==> src/rtl/tsbd_pkg.sv <==
// ----------------------------------------------------------------------------
// tsbd_pkg: shared types and constants for the two-state bath derivative core
// Beat payloads, multiply-accumulate control and Q12.20 saturation helpers.
// ----------------------------------------------------------------------------
`default_nettype none

package tsbd_pkg;

  localparam int unsigned DATA_W        = 32;
  localparam int unsigned IDX_W         = 10;
  localparam int unsigned PROD_W        = 2 * DATA_W;
  localparam int unsigned ACC_W         = PROD_W + 2;
  localparam int unsigned SUM_W         = 48;
  localparam int unsigned FRAC_W        = 20;
  localparam int unsigned HALF_SHIFT    = FRAC_W + 1;
  localparam int unsigned MAX_MODES_DEF = 256;

  // Item kinds.
  localparam logic FUNC_SYSTEM = 1'b0;
  localparam logic FUNC_MODE   = 1'b1;

  // Positions in the state vector.
  localparam logic [IDX_W-1:0] IDX_ZERO_P1   = 10'd0;
  localparam logic [IDX_W-1:0] IDX_ZERO_X1   = 10'd1;
  localparam logic [IDX_W-1:0] IDX_ZERO_P2   = 10'd2;
  localparam logic [IDX_W-1:0] IDX_SYS_P1    = 10'd3;
  localparam logic [IDX_W-1:0] IDX_SYS_X1    = 10'd4;
  localparam logic [IDX_W-1:0] IDX_SYS_P2    = 10'd5;
  localparam logic [IDX_W-1:0] IDX_SYS_X2    = 10'd6;
  localparam logic [IDX_W-1:0] IDX_MODE_BASE = 10'd7;

  localparam logic signed [ACC_W-1:0] S32_MAX_ACC = ACC_W'(64'sh7FFF_FFFF);
  localparam logic signed [ACC_W-1:0] S32_MIN_ACC = -S32_MAX_ACC - ACC_W'(1);
  localparam logic signed [SUM_W:0]   S48_MAX_EXT = (SUM_W + 1)'(64'sh7FFF_FFFF_FFFF);
  localparam logic signed [SUM_W:0]   S48_MIN_EXT = -S48_MAX_EXT - (SUM_W + 1)'(1);

  typedef struct packed {
    logic                     func;
    logic signed [DATA_W-1:0] coord_a;
    logic signed [DATA_W-1:0] coord_b;
    logic signed [DATA_W-1:0] coord_c;
    logic signed [DATA_W-1:0] coord_d;
    logic signed [DATA_W-1:0] mode_coupling;
    logic signed [DATA_W-1:0] mode_frequency;
    logic                     last;
  } in_item_t;

  typedef struct packed {
    logic [IDX_W-1:0]         index;
    logic signed [DATA_W-1:0] value;
    logic                     final_res;
  } out_item_t;

  typedef struct packed {
    logic mul_en;
    logic acc_en;
    logic acc_clr;
    logic acc_sub;
  } mac_ctrl_t;

  function automatic logic signed [DATA_W-1:0] sat32(input logic signed [ACC_W-1:0] x);
    logic signed [DATA_W-1:0] r;
    if (x > S32_MAX_ACC) begin
      r = {1'b0, {(DATA_W-1){1'b1}}};
    end else if (x < S32_MIN_ACC) begin
      r = {1'b1, {(DATA_W-1){1'b0}}};
    end else begin
      r = DATA_W'(x);
    end
    return r;
  endfunction

  function automatic logic signed [SUM_W-1:0] sat48(input logic signed [SUM_W:0] x);
    logic signed [SUM_W-1:0] r;
    if (x > S48_MAX_EXT) begin
      r = {1'b0, {(SUM_W-1){1'b1}}};
    end else if (x < S48_MIN_EXT) begin
      r = {1'b1, {(SUM_W-1){1'b0}}};
    end else begin
      r = SUM_W'(x);
    end
    return r;
  endfunction

endpackage

`default_nettype wire

==> src/rtl/tsbd_stream_if.sv <==
// ----------------------------------------------------------------------------
// tsbd_stream_if: valid/ready stream channel
// Carries one payload of type T per beat between a source and a sink.
// ----------------------------------------------------------------------------
`default_nettype none

interface tsbd_stream_if #(
  parameter type T = logic
);
  logic valid;
  logic ready;
  T     data;

  modport source (output valid, output data, input ready);
  modport sink   (input valid, input data, output ready);
endinterface

`default_nettype wire

==> src/rtl/tsbd_mac.sv <==
// ----------------------------------------------------------------------------
// tsbd_mac: shared signed multiply-accumulate unit
// One registered 32x32 product per cycle while mul_en is set, then an add or
// subtract of that product into a wide accumulator, written while acc_en is set.
// ----------------------------------------------------------------------------
`default_nettype none

module tsbd_mac (
  input  logic                                      clk_i,
  input  tsbd_pkg::mac_ctrl_t                       ctrl_i,
  input  logic signed [tsbd_pkg::DATA_W-1:0]        op_a_i,
  input  logic signed [tsbd_pkg::DATA_W-1:0]        op_b_i,
  output logic signed [tsbd_pkg::PROD_W-1:0]        prod_o,
  output logic signed [tsbd_pkg::ACC_W-1:0]         sum_o
);
  import tsbd_pkg::*;

  logic signed [PROD_W-1:0] prod_d;
  logic signed [PROD_W-1:0] prod_q;
  logic signed [ACC_W-1:0]  acc_q;
  logic signed [ACC_W-1:0]  acc_base;
  logic signed [ACC_W-1:0]  prod_ext;

  assign prod_d   = op_a_i * op_b_i;
  assign prod_ext = ACC_W'(prod_q);
  assign acc_base = ctrl_i.acc_clr ? '0 : acc_q;
  assign sum_o    = ctrl_i.acc_sub ? (acc_base - prod_ext) : (acc_base + prod_ext);
  assign prod_o   = prod_q;

  always_ff @(posedge clk_i) begin
    if (ctrl_i.mul_en) begin
      prod_q <= prod_d;
    end
    if (ctrl_i.acc_en) begin
      acc_q <= sum_o;
    end
  end

endmodule

`default_nettype wire

==> src/rtl/two_state_bath_derivative_core.sv <==
// ----------------------------------------------------------------------------
// two_state_bath_derivative_core: derivative of a two-state system and bath
// Forms the Q12.20 time derivative vector of a two-state electronic system
// coupled to harmonic bath modes, one result beat per vector element.
// ----------------------------------------------------------------------------
//
//  Channel   Direction  Beat carries
//  --------  ---------  ---------------------------------------------------
//  in_i      sink       func, coord_a..coord_d, mode_coupling,
//                       mode_frequency, last
//  out_o     source     index, value, final_res
//  cfg_*     write      coupling_v12 (write enable and data, no index)
//
// An item is taken only while the sequencer is idle. A system item emits the
// three zero beats and builds the half difference, a bath mode item emits
// its two beats, and an item marked last adds the four system derivatives;
// each multiply is a product step, then an accumulate step, in the shared
// multiply-accumulate unit. A bath item past the mode limit yields nothing,
// or only the system derivatives if marked last. A stalled output beat holds
// the sequencer at its next result. Reset clears the stored coordinates, the
// half difference, the coupled sum, the mode count and the coupling.
// ----------------------------------------------------------------------------
`default_nettype none

module two_state_bath_derivative_core #(
  parameter int unsigned MaxModes = tsbd_pkg::MAX_MODES_DEF
) (
  input  logic                               clk_i,
  input  logic                               rst_ni,
  input  logic                               cfg_we_i,
  input  logic signed [tsbd_pkg::DATA_W-1:0] cfg_wdata_i,
  tsbd_stream_if.sink                        in_i,
  tsbd_stream_if.source                      out_o
);
  import tsbd_pkg::*;

  localparam int unsigned CntW = $clog2(MaxModes + 1);

  // Coarse phase of the sequencer.
  typedef enum logic [3:0] {
    PH_IDLE = 4'b0001,
    PH_EMIT = 4'b0010,
    PH_MUL  = 4'b0100,
    PH_ACC  = 4'b1000
  } phase_e;

  // Micro-program step. The zero steps emit the three null derivatives,
  // the H steps build the half difference, the B steps serve one bath mode
  // and the Y steps produce the four system derivatives.
  typedef enum logic [19:0] {
    ST_Z0  = 20'h00001,
    ST_Z1  = 20'h00002,
    ST_Z2  = 20'h00004,
    ST_H0  = 20'h00008,
    ST_H1  = 20'h00010,
    ST_H2  = 20'h00020,
    ST_H3  = 20'h00040,
    ST_BA  = 20'h00080,
    ST_BW  = 20'h00100,
    ST_BS  = 20'h00200,
    ST_BM0 = 20'h00400,
    ST_BM1 = 20'h00800,
    ST_Y0  = 20'h01000,
    ST_Y1  = 20'h02000,
    ST_Y2  = 20'h04000,
    ST_Y3  = 20'h08000,
    ST_Y4  = 20'h10000,
    ST_Y5  = 20'h20000,
    ST_Y6  = 20'h40000,
    ST_Y7  = 20'h80000
  } step_e;

  phase_e phase_q;
  step_e  step_q;

  // Stored system state.
  logic signed [DATA_W-1:0] v_q;
  logic signed [DATA_W-1:0] p1_q, x1_q, p2_q, x2_q;
  logic signed [DATA_W-1:0] h_q;
  logic signed [SUM_W-1:0]  s_q;
  logic signed [DATA_W-1:0] s_sat_q;
  logic [CntW-1:0]          cnt_q;

  // Fields of the item in flight and the squared frequency.
  logic signed [DATA_W-1:0] a_q, b_q, c_q, w_q;
  logic                     last_q;
  logic signed [DATA_W-1:0] wsq_q;

  // Output register.
  logic      out_valid_q;
  out_item_t out_data_q;

  // Shared unit connections.
  mac_ctrl_t                mac_ctrl;
  logic signed [DATA_W-1:0] op_a, op_b;
  logic signed [PROD_W-1:0] prod;
  logic signed [ACC_W-1:0]  sum;

  logic                     acc_clr, acc_sub;
  logic                     emit_here;
  out_item_t                emit_item;
  step_e                    nxt_step;
  logic                     nxt_done;
  phase_e                   nxt_phase;

  logic                     in_fire;
  logic                     can_emit;
  logic                     emit_fire;
  logic                     acc_adv;
  logic                     step_adv;
  logic                     mode_room;
  logic signed [DATA_W-1:0] mac_val;
  logic signed [SUM_W:0]    s_sum;
  logic signed [SUM_W-1:0]  s_next;
  logic [CntW:0]            cnt_x2;
  logic [IDX_W-1:0]         idx_mode_a;
  logic [IDX_W-1:0]         idx_mode_b;

  tsbd_mac u_mac (
    .clk_i  (clk_i),
    .ctrl_i (mac_ctrl),
    .op_a_i (op_a),
    .op_b_i (op_b),
    .prod_o (prod),
    .sum_o  (sum)
  );

  assign in_fire   = in_i.valid && in_i.ready;
  assign in_i.ready = (phase_q == PH_IDLE);
  assign can_emit  = !out_valid_q || out_o.ready;
  assign mode_room = (cnt_q < CntW'(MaxModes));

  // Mode k lands at positions 7 + 2k and 8 + 2k.
  assign cnt_x2     = {cnt_q, 1'b0};
  assign idx_mode_a = IDX_W'(cnt_x2) + IDX_MODE_BASE;
  assign idx_mode_b = idx_mode_a + IDX_W'(1);

  // Two-product sums are floored by the arithmetic shift and then clipped.
  assign mac_val = sat32(sum >>> FRAC_W);

  // Coupled sum update: the floored product c*b joins the 48-bit sum.
  assign s_sum  = {s_q[SUM_W-1], s_q} + (SUM_W + 1)'(prod >>> FRAC_W);
  assign s_next = sat48(s_sum);

  // Operand selection, accumulate mode, result and successor of each step.
  always_comb begin
    op_a      = '0;
    op_b      = '0;
    acc_clr   = 1'b0;
    acc_sub   = 1'b0;
    emit_here = 1'b0;
    emit_item = '{index: '0, value: '0, final_res: 1'b0};
    nxt_step  = step_q;
    nxt_done  = 1'b0;
    case (step_q)
      ST_Z0: begin
        emit_here       = 1'b1;
        emit_item.index = IDX_ZERO_P1;
        nxt_step        = ST_Z1;
      end
      ST_Z1: begin
        emit_here       = 1'b1;
        emit_item.index = IDX_ZERO_X1;
        nxt_step        = ST_Z2;
      end
      ST_Z2: begin
        emit_here       = 1'b1;
        emit_item.index = IDX_ZERO_P2;
        nxt_step        = ST_H0;
      end
      ST_H0: begin
        op_a     = p1_q;
        op_b     = p1_q;
        acc_clr  = 1'b1;
        nxt_step = ST_H1;
      end
      ST_H1: begin
        op_a     = x1_q;
        op_b     = x1_q;
        nxt_step = ST_H2;
      end
      ST_H2: begin
        op_a     = p2_q;
        op_b     = p2_q;
        acc_sub  = 1'b1;
        nxt_step = ST_H3;
      end
      ST_H3: begin
        op_a     = x2_q;
        op_b     = x2_q;
        acc_sub  = 1'b1;
        nxt_step = ST_Y0;
        nxt_done = !last_q;
      end
      ST_BA: begin
        emit_here       = 1'b1;
        emit_item.index = idx_mode_a;
        emit_item.value = a_q;
        nxt_step        = ST_BW;
      end
      ST_BW: begin
        op_a     = w_q;
        op_b     = w_q;
        acc_clr  = 1'b1;
        nxt_step = ST_BS;
      end
      ST_BS: begin
        op_a     = c_q;
        op_b     = b_q;
        acc_clr  = 1'b1;
        nxt_step = ST_BM0;
      end
      ST_BM0: begin
        op_a     = wsq_q;
        op_b     = b_q;
        acc_clr  = 1'b1;
        nxt_step = ST_BM1;
      end
      ST_BM1: begin
        op_a            = c_q;
        op_b            = h_q;
        emit_here       = 1'b1;
        emit_item.index = idx_mode_b;
        emit_item.value = mac_val;
        nxt_step        = ST_Y0;
        nxt_done        = !last_q;
      end
      ST_Y0: begin
        op_a     = v_q;
        op_b     = p2_q;
        acc_clr  = 1'b1;
        nxt_step = ST_Y1;
      end
      ST_Y1: begin
        op_a            = p1_q;
        op_b            = s_sat_q;
        emit_here       = 1'b1;
        emit_item.index = IDX_SYS_P1;
        emit_item.value = mac_val;
        nxt_step        = ST_Y2;
      end
      ST_Y2: begin
        op_a     = v_q;
        op_b     = x2_q;
        acc_clr  = 1'b1;
        nxt_step = ST_Y3;
      end
      ST_Y3: begin
        op_a            = x1_q;
        op_b            = s_sat_q;
        emit_here       = 1'b1;
        emit_item.index = IDX_SYS_X1;
        emit_item.value = mac_val;
        nxt_step        = ST_Y4;
      end
      ST_Y4: begin
        op_a     = v_q;
        op_b     = p1_q;
        acc_clr  = 1'b1;
        nxt_step = ST_Y5;
      end
      ST_Y5: begin
        op_a            = p2_q;
        op_b            = s_sat_q;
        acc_sub         = 1'b1;
        emit_here       = 1'b1;
        emit_item.index = IDX_SYS_P2;
        emit_item.value = mac_val;
        nxt_step        = ST_Y6;
      end
      ST_Y6: begin
        op_a     = v_q;
        op_b     = x1_q;
        acc_clr  = 1'b1;
        nxt_step = ST_Y7;
      end
      ST_Y7: begin
        op_a                = x2_q;
        op_b                = s_sat_q;
        acc_sub             = 1'b1;
        emit_here           = 1'b1;
        emit_item.index     = IDX_SYS_X2;
        emit_item.value     = mac_val;
        emit_item.final_res = 1'b1;
        nxt_done            = 1'b1;
      end
      default: begin
        nxt_done = 1'b1;
      end
    endcase
  end

  always_comb begin
    if (nxt_done) begin
      nxt_phase = PH_IDLE;
    end else if ((nxt_step == ST_Z1) || (nxt_step == ST_Z2)) begin
      nxt_phase = PH_EMIT;
    end else begin
      nxt_phase = PH_MUL;
    end
  end

  // A step that produces a result waits until the output register is free.
  assign acc_adv   = (phase_q == PH_ACC) && (!emit_here || can_emit);
  assign step_adv  = acc_adv || ((phase_q == PH_EMIT) && can_emit);
  assign emit_fire = step_adv && emit_here;

  assign mac_ctrl = '{
    mul_en:  (phase_q == PH_MUL),
    acc_en:  acc_adv,
    acc_clr: acc_clr,
    acc_sub: acc_sub
  };

  // Sequencer.
  always_ff @(posedge clk_i or negedge rst_ni) begin
    if (!rst_ni) begin
      phase_q <= PH_IDLE;
      step_q  <= ST_Z0;
    end else begin
      case (phase_q)
        PH_IDLE: begin
          if (in_fire) begin
            if (in_i.data.func == FUNC_SYSTEM) begin
              phase_q <= PH_EMIT;
              step_q  <= ST_Z0;
            end else if (mode_room) begin
              phase_q <= PH_EMIT;
              step_q  <= ST_BA;
            end else if (in_i.data.last) begin
              // Mode limit reached: only the system derivatives follow.
              phase_q <= PH_MUL;
              step_q  <= ST_Y0;
            end
          end
        end
        PH_MUL: begin
          phase_q <= PH_ACC;
        end
        PH_EMIT, PH_ACC: begin
          if (step_adv) begin
            phase_q <= nxt_phase;
            step_q  <= nxt_step;
          end
        end
        default: begin
          phase_q <= PH_IDLE;
        end
      endcase
    end
  end

  // System state, coupled sum and mode count.
  always_ff @(posedge clk_i or negedge rst_ni) begin
    if (!rst_ni) begin
      v_q     <= '0;
      p1_q    <= '0;
      x1_q    <= '0;
      p2_q    <= '0;
      x2_q    <= '0;
      h_q     <= '0;
      s_q     <= '0;
      s_sat_q <= '0;
      cnt_q   <= '0;
    end else begin
      if (cfg_we_i) begin
        v_q <= cfg_wdata_i;
      end
      if (in_fire && (in_i.data.func == FUNC_SYSTEM)) begin
        p1_q    <= in_i.data.coord_a;
        x1_q    <= in_i.data.coord_b;
        p2_q    <= in_i.data.coord_c;
        x2_q    <= in_i.data.coord_d;
        s_q     <= '0;
        s_sat_q <= '0;
        cnt_q   <= '0;
      end
      if (acc_adv) begin
        case (step_q)
          ST_H3: begin
            h_q <= sat32(sum >>> HALF_SHIFT);
          end
          ST_BS: begin
            s_q     <= s_next;
            s_sat_q <= sat32(ACC_W'(s_next));
          end
          ST_BM1: begin
            cnt_q <= cnt_q + CntW'(1);
          end
          ST_Y7: begin
            // The vector is closed: the next one starts from an empty sum.
            s_q     <= '0;
            s_sat_q <= '0;
            cnt_q   <= '0;
          end
          default: begin
          end
        endcase
      end
    end
  end

  // Item fields and the squared frequency carry no reset.
  always_ff @(posedge clk_i) begin
    if (in_fire) begin
      a_q    <= in_i.data.coord_a;
      b_q    <= in_i.data.coord_b;
      c_q    <= in_i.data.mode_coupling;
      w_q    <= in_i.data.mode_frequency;
      last_q <= in_i.data.last;
    end
    if (acc_adv && (step_q == ST_BW)) begin
      wsq_q <= mac_val;
    end
  end

  // Output register: a new beat may be loaded in the cycle the old one leaves.
  always_ff @(posedge clk_i or negedge rst_ni) begin
    if (!rst_ni) begin
      out_valid_q <= 1'b0;
    end else if (emit_fire) begin
      out_valid_q <= 1'b1;
    end else if (out_o.ready) begin
      out_valid_q <= 1'b0;
    end
  end

  always_ff @(posedge clk_i) begin
    if (emit_fire) begin
      out_data_q <= emit_item;
    end
  end

  assign out_o.valid = out_valid_q;
  assign out_o.data  = out_data_q;

  // The mode count never passes the configured limit.
  assert property (@(posedge clk_i) disable iff (!rst_ni)
    cnt_q <= CntW'(MaxModes))
    else $error("mode count beyond limit");

  // The closing beat of a vector always carries the last system position.
  assert property (@(posedge clk_i) disable iff (!rst_ni)
    (out_o.valid && out_o.data.final_res) |-> (out_o.data.index == IDX_SYS_X2))
    else $error("final beat at wrong position");

  // When the closing beat leaves, the coupled sum and mode count are empty.
  assert property (@(posedge clk_i) disable iff (!rst_ni)
    (out_o.valid && out_o.ready && out_o.data.final_res) |-> ((cnt_q == '0) && (s_q == '0)))
    else $error("vector state not cleared after closing beat");

endmodule

`default_nettype wire

==> src/flat_wrapper.sv <==
// flat-port wrapper written by rule: the top's interface ports become plain ports
module two_state_bath_derivative_core_flat import tsbd_pkg::*;
#(
  parameter int unsigned MaxModes = tsbd_pkg::MAX_MODES_DEF
)
  (clk_i, rst_ni, cfg_we_i, cfg_wdata_i, in_i_valid, in_i_data, in_i_ready, out_o_valid, out_o_data, out_o_ready);
  tsbd_stream_if #(.T(in_item_t)) in_i_i ();
  tsbd_stream_if #(.T(out_item_t)) out_o_i ();
  input  logic clk_i;
  input  logic rst_ni;
  input  logic cfg_we_i;
  input  logic signed [tsbd_pkg::DATA_W-1:0] cfg_wdata_i;
  input wire logic [$bits(in_i_i.valid)-1:0] in_i_valid;
  input wire logic [$bits(in_i_i.data)-1:0] in_i_data;
  output wire logic [$bits(in_i_i.ready)-1:0] in_i_ready;
  output wire logic [$bits(out_o_i.valid)-1:0] out_o_valid;
  output wire logic [$bits(out_o_i.data)-1:0] out_o_data;
  input wire logic [$bits(out_o_i.ready)-1:0] out_o_ready;
  assign in_i_i.valid = in_i_valid;
  assign in_i_i.data = in_i_data;
  assign in_i_ready = in_i_i.ready;
  assign out_o_valid = out_o_i.valid;
  assign out_o_data = out_o_i.data;
  assign out_o_i.ready = out_o_ready;
  two_state_bath_derivative_core #(.MaxModes(MaxModes)) u_core (.clk_i(clk_i), .rst_ni(rst_ni), .cfg_we_i(cfg_we_i), .cfg_wdata_i(cfg_wdata_i), .in_i(in_i_i), .out_o(out_o_i));
endmodule
==> config.mk <==
export PLATFORM = sky130hd
export DESIGN_NAME = two_state_bath_derivative_core_flat
export DESIGN_NICKNAME = d
export VERILOG_FILES = /design/src/rtl/tsbd_pkg.sv /design/src/rtl/tsbd_stream_if.sv /design/src/rtl/tsbd_mac.sv /design/src/rtl/two_state_bath_derivative_core.sv /design/src/flat_wrapper.sv
export SDC_FILE = /design/constraint.sdc
export NUM_CORES = 2
export LEC_CHECK = 0
export ABC_AREA = 1
export BUFFER_PORTS_ARGS = -buffer_cell sky130_fd_sc_hd__buf_2
export CAP_MARGIN = 40
export CORE_ASPECT_RATIO = 1.75
export CORE_MARGIN = 2
export CORE_UTILIZATION = 39
export DETAILED_ROUTE_END_ITERATION = 7
export SKIP_CTS_REPAIR_TIMING = 1
export SLEW_MARGIN = 20
export SYNTH_ARGS = -nofsm -noshare
export SYNTH_HDL_FRONTEND = slang
export SYNTH_HIERARCHICAL = 1
export SYNTH_SLANG_ARGS = --single-unit
==> constraint.sdc <==
create_clock -name clk_i -period 22.3 [get_ports clk_i]
set_clock_uncertainty 0.2 [all_clocks]
set_input_delay 1.115 -clock clk_i [delete_from_list [all_inputs] [get_ports clk_i]]
set_output_delay 1.115 -clock clk_i [all_outputs]
set_load 0.02 [all_outputs]
==> summary.md <==
For the final non-filler cell area, the log shows 0.08541 mm². The via density per instance is 5.368, and the count of nets left with antenna violations after detail routing is 0. The final-report max-slew violation count came out at 0. Counting distinct cell types in the post-synthesis netlist gives 67. Net switching is 43.19% of the power. Synthesis inferred 640 register bits. For the wire length of the first global-routing pass, the log shows 490,200 µm. The die covers 0.2045 mm². Dominant cell by count in the synthesized netlist: sky130_fd_sc_hd__inv_1.

Type of the worst setup path: flop to flop. Measured on the finished design, the core utilization comes to 42.80%. Counting every sink on the clock net gives 640. Once placement completed, the tool counted placed cells totaling 12,640. STA classifies the critical path startpoint as a flop.

For this run, design rule violations remaining after detail routing come to 0. Timing would allow up to 84.42 MHz. The standard cell core area is 0.1996 mm². For the worst-skew pair, the clock arrives at the later sink with an insertion delay of 0.74 ns. Input and output buffers added on the ports amount to 275.

Category of cells accounting for the largest share of critical-path delay: adder cells. The wire length per cell after detailed routing came out at 26.86 µm. Measured against its own limit, the worst slew margin works out to 23.45%. The floorplan die width is 342.7 µm, and the worst-path maximum fanout is 32.

The total standard cell area after synthesis is 0.07829 mm². Setup repair after global routing left no endpoint under its margin. For the least setup slack across all paths after layout, the log shows 10.45 ns.

For this design the static power due to leakage is 46.73 nW. Across the run, the number of max-cap violations was 0. The area of the multi-input gates came out at 0.05003 mm². Sorting the synthesized cells by area gives the leading types as sky130_fd_sc_hd__fa_1, sky130_fd_sc_hd__edfxtp_1, sky130_fd_sc_hd__inv_1.

The path class of the tightest hold or removal check is primary input to async pin. Data on the critical path arrives at its endpoint at 12.14 ns. Registers are responsible for 37.1% of the overall power.

For the number of non-filler instances in the completed layout, the log shows 12,760. In the final design database the tool counted 11,690 nets. The run gives 60 as the clock buffer count from CTS. In this design, the stage delay of the slowest critical-path cell is 1.05 ns. The average instance in the mapped netlist occupies 7.878 µm².

The area growth from synthesis to layout is 9.095%. The internal portion of the total power is 2.675 mW. The detailed-route via count was 68,470. The number of hold-slack violations in the final timing report was 0; the net count of the mapped netlist was 11,550. The required time of the worst setup path is 22.60 ns. The kind of end point of the critical path was a flop. The completed layout was analyzed and its total power is 4.708 mW.

After synthesis, the largest area contributor takes up 27.72% of total cell area. Dividing the final minimum period by the clock period gives 53.12%. Clock-pin slew was measured on the worst setup and hold paths at 0.09 ns.

The total overflow left after global routing is 0. The number of global-route vias before repair is 73,340. In this run the number of H-tree levels came out at 2.

The critical path contains buffers and inverters numbering 11 combined. The logs give 36.7% for the combinational cell fraction of total power and 179 for the maximum number of pins on one net before global-route repair. In this run the cell area measured after placement is 0.08310 mm². TritonCTS built the clock tree. Post-synthesis cell count: 9,938.

Sequential element share of the synthesized area: 22.60%. The worst path needs 11.85 ns of the cycle, external delays included. In this run the core area contains 217 standard-cell rows. Setup violations remaining at the end of the flow were counted as 0.

Global routing used 33.38% of the available tracks across all layers. Cell area power density: 55.12 mW/mm². For this run, the detailed router's first-pass iteration total came to 6. For this run, the leading register cell type out of synthesis is sky130_fd_sc_hd__edfxtp_1.

The run gives 6 as the total of warnings raised by yosys. The total of fill cells in the finished design is 20,420. At the pin with the least slew margin, the transition time is 1.148 ns. The buffer type at the clock tree root is sky130_fd_sc_hd__clkbuf_16.

The top-level I/O count came out at 276. The starting utilization of the core area is 39.23%, and the clock share of power is 26.2%. Maximum ir drop on the vdd rail: 0.05958 mV. Hold is met by 0.08126 ns.

Counting along the longest clock path gives a buffer depth of 3. On the critical path, the stage with the largest delay is an instance of sky130_fd_sc_hd__fa_1. The net switching power came out at 2.033 mW.

The number of antenna violations at the first check in global routing came out at 17. Pre-CTS worst setup slack: 10.55 ns. In the final layout, the share of cells above drive strength 1 is 8.100%. The post-detailed-placement half-perimeter wirelength was 281,400 µm. The sequential cell area is 0.01769 mm². For the global placer's final weighted congestion, the log shows 1.021. The flow ran to the end, and the final reports show no timing, DRC or antenna violations.

For the final routed database, the setup TNS stands at 0 ns. The final layout contains routed wiring with a total length of 342,600 µm. The vertical extent of the die was 596.7 µm; the fraction of synthesis flops using an asynchronous set or reset pin was 47.81%. The dominant cell type by area after synthesis is sky130_fd_sc_hd__fa_1. The initial detailed-routing violation count was 5,540. Sorting the synthesized cells by how often they occur yields sky130_fd_sc_hd__inv_1, sky130_fd_sc_hd__nand2_1, sky130_fd_sc_hd__fa_1.

The synthesized design contains 334 enable-type register cells.
==> cell usage in the layout (no fill, tap or decap), types with 11 or more instances in the layout <==
| cell | Yosys | final |
|---|---|---|
| sky130_fd_sc_hd__a21oi_1 | 321 | 321 |
| sky130_fd_sc_hd__a221oi_1 | 114 | 114 |
| sky130_fd_sc_hd__a22o_1 | 31 | 31 |
| sky130_fd_sc_hd__a32o_1 | 29 | 29 |
| sky130_fd_sc_hd__buf_2 | 15 | 277 |
| sky130_fd_sc_hd__buf_4 | 5 | 128 |
| sky130_fd_sc_hd__bufinv_16 | 0 | 13 |
| sky130_fd_sc_hd__clkbuf_16 | 0 | 60 |
| sky130_fd_sc_hd__dfrtp_1 | 304 | 304 |
| sky130_fd_sc_hd__edfxtp_1 | 334 | 334 |
| sky130_fd_sc_hd__fa_1 | 1084 | 1084 |
| sky130_fd_sc_hd__ha_1 | 300 | 300 |
| sky130_fd_sc_hd__inv_1 | 2496 | 2493 |
| sky130_fd_sc_hd__inv_2 | 18 | 20 |
| sky130_fd_sc_hd__mux2_2 | 86 | 86 |
| sky130_fd_sc_hd__nand2_1 | 2391 | 2390 |
| sky130_fd_sc_hd__nand2_2 | 39 | 39 |
| sky130_fd_sc_hd__nand3_1 | 345 | 322 |
| sky130_fd_sc_hd__nand3_2 | 30 | 53 |
| sky130_fd_sc_hd__nand3b_1 | 12 | 12 |
| sky130_fd_sc_hd__nand4_1 | 76 | 76 |
| sky130_fd_sc_hd__nor2_1 | 692 | 686 |
| sky130_fd_sc_hd__nor2_2 | 37 | 37 |
| sky130_fd_sc_hd__nor2_4 | 6 | 12 |
| sky130_fd_sc_hd__nor3_1 | 63 | 62 |
| sky130_fd_sc_hd__nor4_1 | 19 | 19 |
| sky130_fd_sc_hd__o211ai_1 | 32 | 32 |
| sky130_fd_sc_hd__o21a_1 | 11 | 11 |
| sky130_fd_sc_hd__o21ai_0 | 348 | 346 |
| sky130_fd_sc_hd__o21ai_1 | 34 | 35 |
| sky130_fd_sc_hd__o21bai_1 | 32 | 32 |
| sky130_fd_sc_hd__o22ai_1 | 23 | 23 |
| sky130_fd_sc_hd__xnor2_1 | 39 | 39 |
| sky130_fd_sc_hd__xor2_1 | 149 | 149 |
==> cell families (layout without fill, tap and decap cells) <==
family                   after synthesis  in the layout  synth area share [%]
multiplexers                          86             86                 1.237
buffers and inverters               2868           3053                 13.89
flip-flops                           640            640                 22.60
other                                  0              5                     0
XOR/XNOR                             188            188                 2.103
AND/OR/NAND/NOR                     3738           3738                 19.66
AO/OA/AOI/OAI                       1034           1034                 7.996
adder cells (fa/ha/maj)             1384           1384                 32.51
==> state kept, by name (all words and copies together) (netlist names), 9 cells and up <==
signal               count
u_core/h_q              32
u_core/a_q              32
u_core/v_q              32
u_core/wsq_q            32
u_core/w_q              32
u_core/p1_q             32
u_core/x2_q             32
u_core/step_q           20
u_core/c_q              32
u_core/x1_q             32
u_core/p2_q             32
u_core/s_q              48
u_core/s_sat_q          32
u_core/cnt_q             9
u_core/u_mac/prod_o     64
u_core/out_o.data       43
u_core/b_q              32
u_core/u_mac/acc_q      66
==> final timing paths <==
kind	start	to	slack, ns	depth (start not counted)
max in group asynchronous	rst_ni	u_core/s_sat_q[6]	20.03	5
min in group clk_i	u_core/h_q[25]	u_core/h_q[25]	0.30	2
setup / recovery	u_core/step_q[11]	u_core/u_mac/prod_o[62]	10.45	39
hold reg to reg	u_core/h_q[25]	u_core/h_q[25]	0.30	2
setup reg to reg	u_core/step_q[11]	u_core/u_mac/prod_o[62]	10.45	39
hold / removal	rst_ni	u_core/v_q[13]	0.08	1
==> layout make-up <==
cell class	instances	area share, %
Clock buffer	64	1.776
Clock inverter	50	0.8746
Inverter	2519	11.07
Multi-Input combinational cell	6430	58.57
Sequential cell	640	20.71
Antenna cell	5	0.01465
Timing Repair Buffer	420	3.126
Tap cell	2628	3.850
==> power by group through the flow <==
stage	clock, mW	sequential (mW)	combinational, mW
2_1_floorplan	0	1.69	0.947
3_5_place_dp	0	1.76	1.69
3_3_place_gp	0	1.76	1.67
6_report	1.23	1.75	1.73
4_1_cts	1.25	1.73	1.70
5_1_grt	1.28	1.76	1.83
==> per-layer routing <==
layer / track usage, % / vias up / wire (µm)
met3: 4.233 / 1071 / 19910
met1: 34.15 / 34220 / 112700
li1: - / 30290 / -
met5: 0 / - / 124
met4: 26.71 / 20 / 33730
met2: 60.59 / 2873 / 176200
(Power assumes the default switching activity.)
